==> config.mk <==
export PLATFORM = sky130hd
export DESIGN_NAME = msc_ram
export DESIGN_NICKNAME = d
export VERILOG_FILES = /design/src/rtl/core/msc_ram.sv
export SDC_FILE = /design/constraint.sdc
export NUM_CORES = 1
export LEC_CHECK = 0
export BUFFER_PORTS_ARGS = -buffer_cell sky130_fd_sc_hd__buf_2
export CORE_MARGIN = 2
export CORE_UTILIZATION = 50
export CTS_BUF_LIST = sky130_fd_sc_hd__clkbuf_16
export CTS_CLUSTER_DIAMETER = 50
export DETAILED_ROUTE_END_ITERATION = 12
export PLACE_DENSITY_LB_ADDON = 0.2
export SETUP_SLACK_MARGIN = 0.02
export SYNTH_ARGS = -nofsm -noshare
export SYNTH_HDL_FRONTEND = slang
export SYNTH_SLANG_ARGS = --single-unit
==> constraint.sdc <==
create_clock -name clk -period 2.5 [get_ports clk]
set_input_delay 0.5 -clock clk [delete_from_list [all_inputs] [get_ports clk]]
set_output_delay 0.5 -clock clk [all_outputs]
set_load 0.05 [all_outputs]
==> src/rtl/core/msc_ram.sv <==
// Generic single-write, single-read RAM with registered read data.
module msc_ram #(
    parameter int WIDTH = 8,
    parameter int DEPTH = 16,
    localparam int AW   = (DEPTH > 1) ? $clog2(DEPTH) : 1
) (
    input  logic             clk,
    input  logic             wr_en,
    input  logic [AW-1:0]    wr_addr,
    input  logic [WIDTH-1:0] wr_data,
    input  logic             rd_en,
    input  logic [AW-1:0]    rd_addr,
    output logic [WIDTH-1:0] rd_data
);

    logic [WIDTH-1:0] mem [DEPTH];
    logic [WIDTH-1:0] rd_data_reg;

    // Write port.
    always_ff @(posedge clk)
    begin
        if (wr_en)
        begin
            mem[wr_addr] <= wr_data;
        end
    end

    // Registered read port; data holds until the next read.
    always_ff @(posedge clk)
    begin
        if (rd_en)
        begin
            rd_data_reg <= mem[rd_addr];
        end
    end

    assign rd_data = rd_data_reg;

endmodule

==> results_dict.tcl <==
set metrics [dict create \
    clock_power_share_pct 45.3 \
    placement.io_buffers 26 \
    report.final.slew_viol_count 0 \
    critPathCaptureType "flop" \
    power_density_nw_per_um2 844 \
    routability_cong 0.696 \
    holdCritStartpoint "wr_data[4]" \
    io-pin-count 27 \
    timing.hold.ws_ns 0.476 \
    path_buf_inv 2 \
    finClkSkew_ns 0.0111 \
    site_row_count 37 \
    cts.repair.resized 0 \
    yosys-top-cells-area "edfxtp_1 (78%), mux4_2 (7.8%), mux4_1 (7.0%)" \
    finalHoldViolCount 0 \
    syn_to_final_growth_pct 18.2 \
    ir_drop_uv 335 \
    worst_r2r_dst "rd_data[5]" \
    timing.hold.worst.class "in2reg" \
    ant_nets 0 \
    ctsLongestPathBuffers 2 \
    fin_tns_setup_ns 0 \
    number_of_levels_the_h_tree_was_split_into 4 \
    layout-drive-gt1-share_pct 30.1 \
    largest_net_degree_at_the_start_of_global_routing 33 \
    dieWidth_um 106 \
    synth.most_common_cell "edfxtp_1" \
    initial_utilization_pct 51.1 \
    cp_max_fo 32 \
    postSynth.topFlopCell "edfxtp_1" \
    slowest_stage "mux4_2" \
    postSynthCellCount 229 \
    clock_tree_from_tritoncts "done" \
    synthDominantAreaCellType "edfxtp_1" \
    final_net_count 302 \
    grt_first_pass_wirelength_mm 14.9 \
    grt_usage_pct 19.2 \
    overall_overflow_remaining_after_global_route 0 \
    vias_per_cell 5.61 \
    whs_endpoint "mem[15][4]" \
    antennaDiodeCount 0 \
    cts-hold-fix-buffers 0 \
    syn-num-nets 248 \
    netlist-cell-type-count 18 \
    cts_setup_buffers 0 \
    largest_register_ffs 128 \
    reg2reg_slack_ns 1.01 \
    worst_path_dominant_cell_family "multiplexers" \
    syn_area_um2 5230 \
    internal_power_mw 4.20 \
    grt_antenna_before_repair 0 \
    firstDrtPassIters 5 \
    rsz0062_at_grt "false" \
    crit_path_cell_trace "buf_2, buf_12, mux4_2, a22oi_1, nand2_1" \
    cts_root_buf "clkbuf_16" \
    timing.final.setup_violations 0 \
    synth_sequential_area_ratio_pct 78.1 \
    ys_ff_latch 136 \
    fp.coreArea_um2 10200 \
    setup.worst_path.class "in2reg" \
    synth.yosys.warnings 0 \
    timing.slew.headroom_pct 53.9 \
    depth_of_the_most_critical_reg_to_reg_path 3 \
    final-instance-count-excl-fill 432 \
    worstPathRequired_ns 2.65 \
    routed_wirelength_mm 9.53 \
    cts-buffers-inserted 17 \
    drt_drc_violations_left 0 \
    combPwrFrac_pct 5.1 \
    total_leakage_power_nw 2.11 \
    power_frac_seq_pct 49.6 \
    layout_min_cycle_time_ns 1.64 \
    tightestPinTransition_ns 0.689 \
    drt-initial-drc-count 141 \
    crit_path_start_kind "primary input" \
    die_area_um2 11300 \
    fillers 711 \
    die_h_um 106 \
    worst_path_largest_cell_delay_ns 0.54 \
    status "finished, final reports clean" \
    max_freq_ghz 0.608 \
    cap_viol_max_count 0 \
    placedCellCount 400 \
    vias 2423 \
    instance_count_along_the_most_critical_hold_path 1 \
    avgRoutedWirePerCell_um 22.1 \
    clkTransAtPathRegs_ns 0.05 \
    finalCritPeriodShare_pct 65.8 \
    yosys.area.top_type_share_pct 78.1 \
    postSynth.asyncResetShare_pct 0 \
    cts.sink_count 136 \
    via_count_of_the_first_global_routing_pass 2565 \
    power.switching_fraction_pct 19.4 \
    synth.avg_cell_area_um2 22.8 \
    worst_ep_arrival_time_ns 1.79 \
    clk-insertion-delay-late_ns 0.41 \
    net-switching-power_mw 1.01 \
    synth_commonest_cells "edfxtp_1 (136), mux4_2 (18), a22oi_1 (16)" \
    place_hpwl_mm 6.00 \
    r2r-start "mem[9][5]" \
    synth_edf_count 136 \
]
## worst register-to-register path: cells and delay by family (launching register included)
kind / cells / cell delay, ns
flops: 1 / 0.38
simple gates: 1 / 0.11
compound gates: 1 / 0.21
mux: 1 / 0.52
## layout make-up
| type | count | area (µm²) | share of cell area [%] |
|---|---|---|---|
| well taps | 136 | 170 | 2.75 |
| repair buffers | 45 | 298 | 4.82 |
| multi-input cells | 83 | 1060 | 17.1 |
| clock inverters | 15 | 144 | 2.33 |
| flip-flops and latches | 136 | 4080 | 66.1 |
| clock buffers | 17 | 425 | 6.89 |
## worst max path at each step
stage | end | slack, ns | depth (start not counted) | from
floorplan | mem[0][0] | 0.51 | 2 | wr_addr[2]
CTS | rd_data[0] | 0.84 | 5 | rd_addr[0]
finish | rd_data[0] | 0.86 | 5 | rd_addr[0]
detailed placement | rd_data[3] | 0.41 | 5 | rd_addr[0]
global route | rd_data[3] | 0.76 | 5 | rd_addr[0]
global placement | rd_data[3] | 0.41 | 5 | rd_addr[0]
## layer usage
layer / share of wire (%) / track usage [%] / wire length (µm)
met1: 42 / 26.3 / 3980
met2: 51 / 29.5 / 4900
met3: 5.9 / 6.68 / 566
met4: 0.83 / 5.92 / 79
met5: 0 / 0 / 0
## logic make-up (layout without fill, tap and decap cells)
logic type             Yosys count  count (layout)  share of synthesized area (%)
buffers and inverters           10              77                           1.65
flip-flops                     136             136                           78.1
multiplexers                    32              32                           14.8
AND/OR/NAND/NOR                 35              35                           3.14
AO/OA/AOI/OAI                   16              16                           2.30
## power groups by stage
stage	Clock [mW]	Sequential [mW]	Combinational, mW
finish	2.36	2.59	0.266
global route	2.49	2.59	0.288
CTS	2.41	2.59	0.273
detailed placement	0	2.63	0.272
global placement	0	2.63	0.268
floorplan	0	2.67	0.130
## metrics by stage
step	setup slack [ns]	instance area, µm²	utilization (%)	power (mW)
5_1_grt	0.758	6180	60.4	5.37
2_1_floorplan	0.507	5230	-	2.80
4_1_cts	0.844	6180	60.4	5.26
3_5_place_dp	0.407	5610	54.8	2.90
3_3_place_gp	0.413	5610	54.8	2.90
6_report	0.856	6180	60.4	5.22
## cell usage in the layout (no fill, tap or decap), drive strengths merged
cell type,count
nor2b,1
a22oi,16
clkinv,8
clkbuf,17
nand2b,2
nand3,1
and2b,1
inv,3
and2,1
edfxtp,136
buf,45
bufinv,3
nor2,13
clkinvlp,1
nand3b,2
mux4,32
nand2,9
nor3,4
or3b,1
Note: power is estimated with default switching activity, not from simulation.
