## config.mk

```make
export PLATFORM = sky130hd
export DESIGN_NAME = msc_update
export DESIGN_NICKNAME = d
export VERILOG_FILES = /design/src/rtl/core/msc_pkg.sv /design/src/rtl/core/msc_update.sv
export SDC_FILE = /design/constraint.sdc
export NUM_CORES = 1
export LEC_CHECK = 0
export BUFFER_PORTS_ARGS = -buffer_cell sky130_fd_sc_hd__buf_2
export CAP_MARGIN = 20
export CORE_MARGIN = 3
export CORE_UTILIZATION = 30
export DETAILED_ROUTE_END_ITERATION = 6
export GPL_TIMING_DRIVEN = 0
export MAX_ROUTING_LAYER = met4
export PLACE_DENSITY_LB_ADDON = 0.15
export SYNTH_ARGS = -nofsm -noshare
export SYNTH_HDL_FRONTEND = slang
export SYNTH_SLANG_ARGS = --single-unit
```

## constraint.sdc

```tcl
create_clock -name vclk -period 8.55
set_clock_uncertainty 0.15 [all_clocks]
set_input_delay 1.71 -clock vclk [all_inputs]
set_output_delay 1.71 -clock vclk [all_outputs]
set_load 0.005 [all_outputs]
```

## src/rtl/core/msc_pkg.sv

```systemverilog
// Shared types and constants for the MSI snooping cache controller.
package msc_pkg;

    // Fixed field widths of the request, response and line state.
    localparam int CMD_W     = 3;
    localparam int ADDR_W    = 32;
    localparam int STATE_W   = 2;
    localparam int BUS_REQ_W = 2;

    // Widest way index the way scan reports (up to sixteen ways).
    localparam int WAY_IDX_W = 4;

    // Request command codes.
    typedef enum logic [CMD_W-1:0] {
        CMD_PROC_RD  = 3'd0,
        CMD_PROC_WR  = 3'd1,
        CMD_SNP_RD   = 3'd2,
        CMD_SNP_RDX  = 3'd3,
        CMD_SNP_UPGR = 3'd4
    } cmd_t;

    // MSI line states.
    typedef enum logic [STATE_W-1:0] {
        ST_INVALID  = 2'd0,
        ST_SHARED   = 2'd1,
        ST_MODIFIED = 2'd2
    } line_state_t;

    // Bus transactions requested by processor accesses.
    typedef enum logic [BUS_REQ_W-1:0] {
        REQ_NONE    = 2'd0,
        REQ_BUSRD   = 2'd1,
        REQ_BUSRDX  = 2'd2,
        REQ_BUSUPGR = 2'd3
    } bus_req_t;

    // Sequencer states.
    typedef enum logic [1:0] {
        FSM_CLEAR  = 2'd0,
        FSM_IDLE   = 2'd1,
        FSM_SCAN   = 2'd2,
        FSM_UPDATE = 2'd3
    } fsm_state_t;

    // Outcome of the way scan over one set.
    typedef struct packed {
        logic                 found;
        logic [WAY_IDX_W-1:0] hit_way;
        logic                 free_found;
        logic [WAY_IDX_W-1:0] free_way;
        logic [WAY_IDX_W-1:0] lru_way;
    } scan_t;

    // One response.
    typedef struct packed {
        bus_req_t bus_request;
        logic     hit;
        logic     write_back;
        logic     flush_out;
        logic     invalidated;
        logic     intervention;
    } rsp_t;

endpackage

```

## src/rtl/core/msc_update.sv

```systemverilog
// Coherence and LRU update of one set row, and the response flags it produces.
module msc_update import msc_pkg::*; #(
    parameter int NUM_WAYS = 4,
    parameter int TAG_W    = 20,
    localparam int WAY_W   = (NUM_WAYS > 1) ? $clog2(NUM_WAYS) : 1
) (
    input  logic [CMD_W-1:0]   cmd,
    input  logic [TAG_W-1:0]   tag,
    input  logic               use_upgrade,
    input  scan_t              scan,
    input  logic [STATE_W-1:0] state_in  [NUM_WAYS],
    input  logic [TAG_W-1:0]   tag_in    [NUM_WAYS],
    input  logic [WAY_W-1:0]   rank_in   [NUM_WAYS],
    output logic [STATE_W-1:0] state_out [NUM_WAYS],
    output logic [TAG_W-1:0]   tag_out   [NUM_WAYS],
    output logic [WAY_W-1:0]   rank_out  [NUM_WAYS],
    output rsp_t               rsp
);

    logic [WAY_W-1:0]   tgt;
    logic [STATE_W-1:0] st;
    logic [WAY_W-1:0]   tgt_rank;
    logic               is_write;

    // Target way: the hit way, else the first free way, else the LRU way.
    assign tgt = scan.found      ? scan.hit_way[WAY_W-1:0]  :
                 scan.free_found ? scan.free_way[WAY_W-1:0] :
                                   scan.lru_way[WAY_W-1:0];
    assign st       = state_in[tgt];
    assign tgt_rank = rank_in[tgt];
    assign is_write = (cmd == CMD_PROC_WR);

    // Row update per command.
    always_comb
    begin
        state_out = state_in;
        tag_out   = tag_in;
        rank_out  = rank_in;
        rsp       = '0;
        unique case (cmd)
            CMD_PROC_RD, CMD_PROC_WR:
            begin
                // Move the target way to most recent; ways ranked more recent than it age by one.
                for (int w = 0; w < NUM_WAYS; w++)
                begin
                    if (WAY_W'(w) == tgt)
                    begin
                        rank_out[w] = '0;
                    end
                    else if (rank_in[w] < tgt_rank)
                    begin
                        rank_out[w] = rank_in[w] + 1'b1;
                    end
                end
                if (!scan.found)
                begin
                    rsp.write_back  = (st == ST_MODIFIED);
                    tag_out[tgt]    = tag;
                    state_out[tgt]  = is_write ? ST_MODIFIED : ST_SHARED;
                    rsp.bus_request = is_write ? REQ_BUSRDX : REQ_BUSRD;
                end
                else
                begin
                    rsp.hit = 1'b1;
                    if (is_write && (st == ST_SHARED))
                    begin
                        state_out[tgt]  = ST_MODIFIED;
                        rsp.bus_request = use_upgrade ? REQ_BUSUPGR : REQ_BUSRDX;
                    end
                end
            end
            CMD_SNP_RD:
            begin
                if (scan.found)
                begin
                    rsp.hit = 1'b1;
                    if (st == ST_MODIFIED)
                    begin
                        state_out[tgt]   = ST_SHARED;
                        rsp.flush_out    = 1'b1;
                        rsp.intervention = 1'b1;
                    end
                end
            end
            CMD_SNP_RDX, CMD_SNP_UPGR:
            begin
                if (scan.found)
                begin
                    rsp.hit         = 1'b1;
                    rsp.flush_out   = (cmd == CMD_SNP_RDX) && (st == ST_MODIFIED);
                    state_out[tgt]  = ST_INVALID;
                    rsp.invalidated = 1'b1;
                end
            end
            default:
            begin
                // Unused command codes leave the row alone and report nothing.
            end
        endcase
    end

endmodule

```

==> out/summary.txt <==
Maximum number of pins on one net before global-route repair: 11
Total leakage power: 1.76 nW
Slew at the pin closest to its max-slew limit: 0.562 ns
Count of final setup violators: 0
Kind of capture point of the worst setup path: output pin
Total routing resource utilization after global routing: 23.2%
Max Slew Vio Count: 0
Fraction of the yosys area taken by sequential cells: 0%
Antenna-violating nets left: 0
Placeable core region: 6940 sq um
Vertical extent of the die: 91.5 um
Synthesized netlist net count: 400
CLK BUF: 0
Period utilisation layout: 69.7%
Site row count: 30
Number of port buffers: 227
Type of the worst min-delay path: primary input to output pin
Worst IR drop on VDD: 29.9 uV
Count of instances resized after the clock tree is built: 0
Antenna diode count: 0
Final period demand of the worst path: 5.96 ns
FF+latch area: 0 sq um
Number of buffers inserted by post-CTS setup repair: 0
Full die area: 8360 sq um
Final sum of negative setup slack: 0 ns
Power Density: 49.8 nW/um^2
Flip-flop and latch count: 0
Hold buffer count at cts: 0
Cells after synthesis: 262
P&R area growth vs syn: 57.3%
Worst path setup slack after routing: 2.59 ns
Number of detailed-route iterations in the first pass: 4
Total I/O pin count: 237
Hold EP: tag_out[29]
Data arrival time of the critical path: 4.10 ns
Share of cells above drive strength 1: 65.6%
Vias/cell: 5.21
Number of antenna violations at the first check in global routing: 0
Relative slew slack: 62.5%
Vias: 3046
Count of nets after finishing: 629
Number of global-route vias before repair: 2955
Number of distinct library cells after synthesis: 59
Pre-CTS WS: 2.60 ns
Final RePlAce weighted congestion: 0.908
Violation count after the first detailed-routing iteration: 163
Routed wire length: 10300 um
Mapped cell area: 2190 sq um
Wire length of the first global-routing pass: 15700 um
Max-Cap Viols: 0
Max Clk Rate: 168 MHz
Post-route total power: 0.000172 W
Max FO, Critical Path: 7
Critical path required time: 6.69 ns
Width of the die: 91.5 um
Starting Density: 31.5%
Hold Path Depth: 3
Status: finished, final reports clean
Average footprint of a synthesized cell: 8.36 sq um
Startpoint of the most critical hold path: tag_in[29]
HPWL after DPL: 8660 um
Global-route congestion overflow total: 0
Remaining DRCs: 0
Category of the critical setup timing path: primary input to output pin
Count of synthesis-stage warnings from yosys: 0
FILL cells: 712
Detailed-route wire length per cell: 17.7 um
Final hold slack: 3.55 ns
Critical Path Source Type: primary input
RSZ-0062 raised after global routing: no
Count of endpoints failing hold in the final timing report: 0
layout make-up:
| cell class | instances | area (sq um) | share of cell area (%) |
|---|---|---|---|
| Tap cell | 96 | 120 | 3.48 |
| Inverter | 7 | 26.3 | 0.762 |
| Buffer | 23 | 134 | 3.88 |
| Timing Repair Buffer | 227 | 1140 | 33.0 |
| Multi-Input combinational cell | 232 | 2030 | 58.9 |
worst max-delay path by stage:
| stage | from | endpoint | slack, ns | cells past startpoint |
|---|---|---|---|---|
| after floorplan | scan[8] | rank_out[1] | 2.89 | 9 |
| after global placement | scan[8] | rank_out[1] | 2.62 | 10 |
| after detailed placement | scan[8] | rank_out[1] | 2.60 | 10 |
| after CTS | scan[8] | rank_out[1] | 2.58 | 10 |
| after global routing | scan[13] | rank_out[7] | 2.34 | 10 |
| final | scan[8] | rank_out[1] | 2.59 | 10 |
per-layer routing:
layer	routed length [um]	GRT usage (%)	vias up
met5	0	-	-
met4	112	2.76	0
met3	1030	5.47	9
met2	4940	39.8	161
met1	4250	28.4	1397
li1	-	-	1479
per-stage QoR:
step	cell area [sq um]	utilization, %	std cells
after floorplan	2190	-	262
final	3450	49.6	585
after CTS	3450	49.6	585
after global placement	3450	49.6	585
after global routing	3450	49.6	585
after detailed placement	3450	49.6	585
cell usage in the layout, fill, tap and decap left out, types with 3 or more instances in the layout:
cell type / netlist / routed
or2_2: 3 / 3
ha_1: 4 / 4
nor3b_1: 4 / 4
nand3_1: 8 / 8
nand2_1: 18 / 18
o2bb2ai_1: 3 / 3
clkbuf_1: 6 / 6
mux2i_1: 9 / 9
mux4_2: 4 / 4
o211ai_1: 3 / 3
o21bai_1: 4 / 4
and2_1: 4 / 4
o311a_1: 4 / 4
and3_1: 4 / 4
inv_1: 6 / 6
buf_6: 3 / 3
nand4b_1: 3 / 3
buf_2: 11 / 238
mux2_1: 18 / 18
a21oi_1: 8 / 8
mux2_2: 62 / 62
nor2_1: 14 / 14
nor2b_1: 3 / 3
buf_4: 3 / 3
o21ai_0: 7 / 7
power breakdown:
| group | leakage (nW) | total [W] | switching [W] | internal [W] |
|---|---|---|---|---|
| sequential | 0 | 0 | 0 | 0 |
| clock | 0 | 0 | 0 | 0 |
| combinational | 1.76 | 0.000172 | 0.0000819 | 0.0000899 |
critical path, cell delays in order:
cell	delay, ns
buf_6	0.11
mux2_4	0.36
mux2i_4	0.25
mux4_2	0.53
inv_1	0.15
ha_1	0.26
nor3b_1	0.23
o21ai_0	0.16
a21o_1	0.22
buf_2	0.12
Yosys cell counts, types with 4 or more instances:
library cell | n | share of area, %
a21oi_1 | 8 | 1.8
and2_1 | 4 | 1.1
and3_1 | 4 | 1.1
buf_2 | 11 | 2.5
clkbuf_1 | 6 | 1.0
ha_1 | 4 | 2.3
inv_1 | 6 | 1.0
mux2_1 | 18 | 9.3
mux2_2 | 62 | 32
mux2i_1 | 9 | 4.1
mux4_2 | 4 | 4.1
nand2_1 | 18 | 3.1
nand3_1 | 8 | 1.8
nor2_1 | 14 | 2.4
nor3b_1 | 4 | 1.4
o21ai_0 | 7 | 1.6
o21bai_1 | 4 | 1.4
o311a_1 | 4 | 1.8
logic make-up (layout without fill, tap and decap cells):
family | after synthesis | count (layout) | synth area share (%)
AOI/OAI and AO/OA | 55 | 55 | 19.3
and+or+nand+nor | 77 | 77 | 19.4
adders and majority gates | 4 | 4 | 2.28
muxes | 96 | 96 | 51.7
buffers and inverters | 30 | 257 | 7.31
No activity file was read; power rests on OpenSTA's default activity.
