--- src/rtl/core/msc_pkg.sv ---
// Shared types and constants for the MSI snooping cache controller.
package msc_pkg;

    // Fixed field widths of the request, response and line state.
    localparam int CMD_W     = 3;
    localparam int ADDR_W    = 32;
    localparam int STATE_W   = 2;
    localparam int BUS_REQ_W = 2;

    // Widest way index the way scan reports (up to sixteen ways).
    localparam int WAY_IDX_W = 4;

    // Request command codes.
    typedef enum logic [CMD_W-1:0] {
        CMD_PROC_RD  = 3'd0,
        CMD_PROC_WR  = 3'd1,
        CMD_SNP_RD   = 3'd2,
        CMD_SNP_RDX  = 3'd3,
        CMD_SNP_UPGR = 3'd4
    } cmd_t;

    // MSI line states.
    typedef enum logic [STATE_W-1:0] {
        ST_INVALID  = 2'd0,
        ST_SHARED   = 2'd1,
        ST_MODIFIED = 2'd2
    } line_state_t;

    // Bus transactions requested by processor accesses.
    typedef enum logic [BUS_REQ_W-1:0] {
        REQ_NONE    = 2'd0,
        REQ_BUSRD   = 2'd1,
        REQ_BUSRDX  = 2'd2,
        REQ_BUSUPGR = 2'd3
    } bus_req_t;

    // Sequencer states.
    typedef enum logic [1:0] {
        FSM_CLEAR  = 2'd0,
        FSM_IDLE   = 2'd1,
        FSM_SCAN   = 2'd2,
        FSM_UPDATE = 2'd3
    } fsm_state_t;

    // Outcome of the way scan over one set.
    typedef struct packed {
        logic                 found;
        logic [WAY_IDX_W-1:0] hit_way;
        logic                 free_found;
        logic [WAY_IDX_W-1:0] free_way;
        logic [WAY_IDX_W-1:0] lru_way;
    } scan_t;

    // One response.
    typedef struct packed {
        bus_req_t bus_request;
        logic     hit;
        logic     write_back;
        logic     flush_out;
        logic     invalidated;
        logic     intervention;
    } rsp_t;

endpackage

--- src/rtl/core/msc_way_unit.sv ---
// Shared way comparator: checks one way per cycle for tag match, free way and LRU victim.
module msc_way_unit import msc_pkg::*; #(
    parameter int NUM_WAYS = 4,
    parameter int TAG_W    = 20,
    localparam int WAY_W   = (NUM_WAYS > 1) ? $clog2(NUM_WAYS) : 1
) (
    input  logic               clk,
    input  logic               rst_n,
    input  logic               start,
    input  logic               step,
    input  logic [WAY_W-1:0]   way,
    input  logic [STATE_W-1:0] way_state,
    input  logic [TAG_W-1:0]   way_tag,
    input  logic [WAY_W-1:0]   way_rank,
    input  logic [TAG_W-1:0]   lookup_tag,
    output scan_t              scan
);

    logic             found_reg, found_next;
    logic [WAY_W-1:0] hit_way_reg, hit_way_next;
    logic             free_found_reg, free_found_next;
    logic [WAY_W-1:0] free_way_reg, free_way_next;
    logic [WAY_W-1:0] lru_way_reg, lru_way_next;
    logic             way_valid;

    assign way_valid = (way_state != ST_INVALID);

    // Tracker update: first match, first invalid way, and the way ranked least recent.
    always_comb
    begin
        found_next      = found_reg;
        hit_way_next    = hit_way_reg;
        free_found_next = free_found_reg;
        free_way_next   = free_way_reg;
        lru_way_next    = lru_way_reg;
        if (start)
        begin
            found_next      = 1'b0;
            hit_way_next    = '0;
            free_found_next = 1'b0;
            free_way_next   = '0;
            lru_way_next    = '0;
        end
        else if (step)
        begin
            if (way_valid && (way_tag == lookup_tag) && !found_reg)
            begin
                found_next   = 1'b1;
                hit_way_next = way;
            end
            if (!way_valid && !free_found_reg)
            begin
                free_found_next = 1'b1;
                free_way_next   = way;
            end
            if (way_rank == WAY_W'(NUM_WAYS - 1))
            begin
                lru_way_next = way;
            end
        end
    end

    // Tracker registers.
    always_ff @(posedge clk or negedge rst_n)
    begin
        if (!rst_n)
        begin
            found_reg      <= 1'b0;
            hit_way_reg    <= '0;
            free_found_reg <= 1'b0;
            free_way_reg   <= '0;
            lru_way_reg    <= '0;
        end
        else
        begin
            found_reg      <= found_next;
            hit_way_reg    <= hit_way_next;
            free_found_reg <= free_found_next;
            free_way_reg   <= free_way_next;
            lru_way_reg    <= lru_way_next;
        end
    end

    assign scan.found      = found_reg;
    assign scan.hit_way    = WAY_IDX_W'(hit_way_reg);
    assign scan.free_found = free_found_reg;
    assign scan.free_way   = WAY_IDX_W'(free_way_reg);
    assign scan.lru_way    = WAY_IDX_W'(lru_way_reg);

endmodule

--- config.mk ---
export PLATFORM = sky130hd
export DESIGN_NAME = msc_way_unit
export DESIGN_NICKNAME = d
export VERILOG_FILES = /design/src/rtl/core/msc_pkg.sv /design/src/rtl/core/msc_way_unit.sv
export SDC_FILE = /design/constraint.sdc
export NUM_CORES = 1
export LEC_CHECK = 0
export BUFFER_PORTS_ARGS = -buffer_cell sky130_fd_sc_hd__buf_2
export CORE_MARGIN = 1
export CORE_UTILIZATION = 35
export DETAILED_ROUTE_END_ITERATION = 12
export PLACE_DENSITY = 0.77
export SLEW_MARGIN = 20
export SYNTH_ARGS = -nofsm -noshare
export SYNTH_HDL_FRONTEND = slang
export SYNTH_SLANG_ARGS = --single-unit
--- constraint.sdc ---
create_clock -name clk -period 1.64 [get_ports clk]
set_input_delay 0.41 -clock clk [delete_from_list [all_inputs] [get_ports clk]]
set_output_delay 0.41 -clock clk [all_outputs]
set_load 0.01 [all_outputs]
==> impl_metrics.ini, run 1 <==
[sta]
final-max-slew-violation-count = 0
setup_viol = 0
post-route-min-period_ns = 1.55
finalCritPeriodShare = 0.946
rsz0062_at_grt = no
max_freq_mhz = 645
final_hold_viol_count = 0
finClkSkew_ns = 0.00222

[worst_setup_path]
critPathMaxStageDelay_ns = 0.37
crit_family = simple AND/OR/NAND/NOR gates
startpoint_type = primary input
critPathArrivalTime_ns = 1.73
cp-end-kind = register
required_ns = 1.82
worst-path-max-fanout = 3
crit_type = in2reg
cp_cell_sequence = buf_2, xor2_1, nor4_1, nand4_1, nor4_4, mux2i_1
rrSetupSlack_ns = 0.21
path_buf_inv = 1
cpMaxStageDelayCell = nor4_4

[routing]
drtAntennaViolNets = 0
wl_per_cell_um = 10.3
wl_mm = 1.55
drc = 0
drt_iter0_drc = 4
via_per_inst = 4.46
vias = 674
firstDrtPassIters = 4

[die]
initial_core_util = 0.372
coreArea_um2 = 1730
io_pins = 64
core.rowCount = 15
dieHeight_um = 44.9
fp.dieW_um = 44.9
die_area_um2 = 2010

[layout]
layout_common_cells = buf_2, xnor2_1, dfrtp_1
antennaDiodeCount = 0
fillers = 182
utilization = 0.549
drive_above_1_share = 0.492
final_nets = 178
syn_to_final_growth_pct = 47.3
mostFrequentLayoutCell = buf_2

[power]
internal-power_uw = 370
power.switching_uw = 137
p_clk_frac = 0.297
combinationalPowerShare = 0.298
ir_drop_uv = 335
p_total_uw = 506
leakagePower_nw = 0.512
seqPwrFrac = 0.405
power_density_nw_per_um2 = 534
p_sw_frac = 0.270

[cts]
path_clk_slew_ns = 0.05
post_cts.repair.setup_buffers = 0
cts_tree = done
clock-sinks = 8
cts_htree_levels = 1
cts-root-buf = clkbuf_4
cts_inserted_buffers = 3
clock_path_buffers = 2
clock_latency_ns = 0.25

[global_routing]
grt_pass1_wl_mm = 2.36
grt_max_degree = 11
track_usage = 0.161
antenna_found_initial = 0
grt_remaining_overflow = 0
grt_pass1_vias = 629

[logic_synthesis]
synth.ff_latch_count = 8
synth_seq_area_share = 0.311
synth_cell_types = 18
syn_area_per_cell_um2 = 9.32
synthCells = 69
syn_area_um2 = 643
yosys_warnings = 0

[run_status]
status = completed

[placed_design]
dp_hpwl_mm = 1.30
port-buffer-count = 57
gp_congestion = 0.683

[flow_run]
drv_cap = 0

[worst_hold_path]
hold_path_class = in2reg
-- cells by family after synthesis --
kind of cell | Yosys count | synth area share
and+or+nand+nor | 21 | 0.195
DFF | 8 | 0.311
AOI/OAI and AO/OA | 6 | 0.0545
other | 1 | 0.00583
buffers and inverters | 9 | 0.0992
xor gates and xnor gates | 20 | 0.272
muxes | 4 | 0.0623
-- layout make-up --
| type | count | area (µm²) | share of cell area |
|---|---|---|---|
| multi-input cells | 57 | 398 | 0.420 |
| flip-flops and latches | 8 | 200 | 0.211 |
| well taps | 25 | 31.3 | 0.0330 |
| repair buffers | 58 | 295 | 0.312 |
| clock buffers | 3 | 22.5 | 0.0238 |
-- worst register-to-register path, stage by stage (launching register included) --
cell	delay, ns
dfrtp_1	0.39
nor4b_1	0.29
nand4_1	0.19
nor4_4	0.26
mux2i_1	0.22
-- power groups by stage --
stage               Sequential [mW]  Clock (mW)  Combinational, mW
floorplan                     0.210           0             0.0790
global placement              0.208           0              0.146
detailed placement            0.208           0              0.150
CTS                           0.205       0.152              0.153
global route                  0.205       0.168              0.168
finish                        0.205       0.150              0.151
-- synthesized netlist by cell type (all sizes together) --
master,instances,share of area
nand2b,4,0.039
mux2i,4,0.062
clkbuf,1,0.0058
nand3,1,0.0078
nor2,6,0.035
nor4b,1,0.014
o21ai,2,0.016
a21oi,3,0.023
nor4,2,0.043
nand2,3,0.018
buf,8,0.093
xnor2,13,0.18
conb,1,0.0058
o21ba,1,0.016
dfrtp,8,0.31
nand4,4,0.039
xor2,7,0.095
-- what timing repair did --
item	CTS	global route
setup endpoints to repair	0	3
hold endpoints to repair	8	0
hold buffers	1	0
resized for setup	0	0
-- metal layers --
metal,wire length [µm],vias up,part of all wire,track usage
met5,0,-,0,0
met4,14,0,0.0090,0.0909
met3,122,2,0.079,0.0320
met2,820,37,0.53,0.303
met1,591,304,0.38,0.164
li1,-,331,-,-
-- metrics by stage --
stage          setup WS (ns)  cell area [µm²]  hold slack (ns)  std cells  TNS [ns]
6_report              0.0891              947            0.417        151         0
5_1_grt               0.0253              947            0.421        151         0
4_1_cts               0.0527              947            0.418        151         0
3_5_place_dp          -0.215              915            0.263        147    -0.551
3_3_place_gp          -0.177              915            0.258        147    -0.473
2_1_floorplan         0.0535              662            0.114         74         0
-- worst paths after layout --
check / cells after the start / to / from
setup / recovery: 6 / hit_way_reg[1] / lookup_tag[17]
hold / removal: 3 / free_way_reg[0] / way[0]
setup reg to reg: 4 / hit_way_reg[1] / found_reg
hold reg to reg: 2 / lru_way_reg[1] / lru_way_reg[1]
max in group asynchronous: 2 / free_way_reg[0] / rst_n
min in group asynchronous: 2 / hit_way_reg[0] / rst_n
Note: power is estimated with default switching activity, not from simulation.
==> run 2: changes to the inputs <==
Settings changed: ABC_AREA from default to 1, CORE_UTILIZATION 35 to 40, PLACE_DENSITY 0.77 to 0.74.
==> impl_metrics.ini, run 2 <==
[run_status]
status = completed

[sta]
finalCritPeriodShare = 0.757
final_hold_viol_count = 0
max_freq_mhz = 805
post-route-min-period_ns = 1.24
setup_viol = 0
finClkSkew_ns = 0.000323
setup_slack_ns = 0.398
setup_tns_ns = 0
final-max-slew-violation-count = 0
rsz0062_at_grt = no

[logic_synthesis]
yosysMostFrequentCell = nand2_1
synthTopCellsByCount = nand2_1, inv_1, nor2_1
yosysTopAreaCellShare = 0.306
async_flop_share = 1.00
synthCells = 199
synth_area_leaders = nand2_1, dfrtp_1, inv_1, nor2_1, nand3_1
synth_seq_area_share = 0.196
syn_area_um2 = 1020
synth.ff_latch_count = 8
yosys_warnings = 0
synth_top_area_cell = nand2_1
ys.flop_type = dfrtp_1
synth_cell_types = 17
synth_edf_count = 0
syn_area_per_cell_um2 = 5.12

[worst_hold_path]
hold_path_class = in2reg

[global_routing]
grt_remaining_overflow = 0
grt_pass1_vias = 978
track_usage = 0.189
grt_pass1_wl_mm = 3.85
antenna_found_initial = 0
grt_max_degree = 9

[layout]
mostFrequentLayoutCell = nand2_1
antennaDiodeCount = 0
final_cells = 285
layout_common_cells = nand2_1, buf_2, inv_1
syn_to_final_growth_pct = 30.6
final_nets = 309
drive_above_1_share = 0.261

[power]
leakagePower_nw = 0.953
ir_drop_uv = 409
power_density_nw_per_um2 = 434

[placed_design]
preCtsSetupSlack_ns = 0.304
port-buffer-count = 57
dp_hpwl_mm = 2.03
dp.cells = 281
gp_congestion = 0.751

[cts]
path_clk_slew_ns = 0.05
cts-root-buf = clkbuf_4
clock-sinks = 8
cts_inserted_buffers = 3
clock_latency_ns = 0.25
clock_path_buffers = 2
cts_htree_levels = 1
cts_tree = done
post_cts.repair.setup_buffers = 0

[routing]
wl_per_cell_um = 8.17
drtAntennaViolNets = 0
wl_mm = 2.33
vias = 1186
drc = 0
via_per_inst = 4.16
drt_iter0_drc = 30
firstDrtPassIters = 4

[worst_setup_path]
path_buf_inv = 1
critPathMaxStageDelay_ns = 0.42
cp-end-kind = output port
cpMaxStageDelayCell = dfrtp_1
critPathArrivalTime_ns = 0.83
crit_type = reg2out
cp_cell_sequence = buf_2
startpoint_type = register
required_ns = 1.23
worst-path-max-fanout = 4
rrSetupSlack_ns = 0.49
crit_family = flip-flops

[die]
coreArea_um2 = 2300
fp.dieW_um = 52.5
core.rowCount = 17
initial_core_util = 0.444
die_area_um2 = 2760
io_pins = 64
dieHeight_um = 52.5

[flow_run]
drv_cap = 0
run 2: worst paths after layout:
path                                    to  cells after the start      startpoint
min in group asynchronous  free_way_reg[0]                      2           rst_n
setup reg to reg            hit_way_reg[1]                      8       found_reg
max in group asynchronous   hit_way_reg[0]                      2           rst_n
hold / removal                   found_reg                      2           start
setup / recovery                  scan[13]                      1       found_reg
hold reg to reg             hit_way_reg[1]                      2  hit_way_reg[1]
run 2: kinds of logic after synthesis:
kind of cell / share of synthesized area
simple gates: 0.483
buf+inv: 0.239
compound gates: 0.0429
flops: 0.196
xor+xnor: 0.0344
other cells: 0.00368
run 2: through the flow:
stage,power (mW),utilization,hold slack (ns),instance area (µm²)
finish,0.578,0.580,0.340,1330
global route,0.629,0.580,0.339,1330
CTS,0.583,0.580,0.338,1330
detailed placement,0.431,0.565,0.262,1300
global placement,0.429,0.565,0.262,1300
floorplan,0.343,-,0.114,1040
run 2: layer usage:
metal  track usage  wire, µm
met2         0.308      1020
met5             0         0
met3        0.0464       151
met1         0.249      1140
met4        0.0395        11
run 2: power by group:
group | leakage (nW) | total (mW) | switching, mW | internal (mW)
Clock | 0.0138 | 0.148 | 0.0648 | 0.0836
Combinational | 0.829 | 0.226 | 0.127 | 0.0985
Sequential | 0.111 | 0.204 | 0.00195 | 0.202
Total | 0.953 | 0.578 | 0.194 | 0.384
run 2: repair_timing:
item,4_1_cts,5_1_grt
hold buffers,1,0
resized for setup,0,0
setup endpoints to repair,0,0
hold endpoints to repair,8,0
run 2: layout make-up:
type                    instances  area (µm²)
clock buffers                   3        22.5
multi-input cells             139         594
inverters                      49         184
repair buffers                 58         295
fillers                       280         966
well taps                      28        35.0
flip-flops and latches          8         200
run 2: worst reg2reg max path, stage by stage (launching register included):
cell     delay (ns)
dfrtp_1        0.42
nor2_2         0.11
nand2_1        0.05
nor2_1         0.07
nand2_1        0.06
nor2_2         0.09
nand3_2        0.10
nand3_1        0.08
nand2_1        0.05
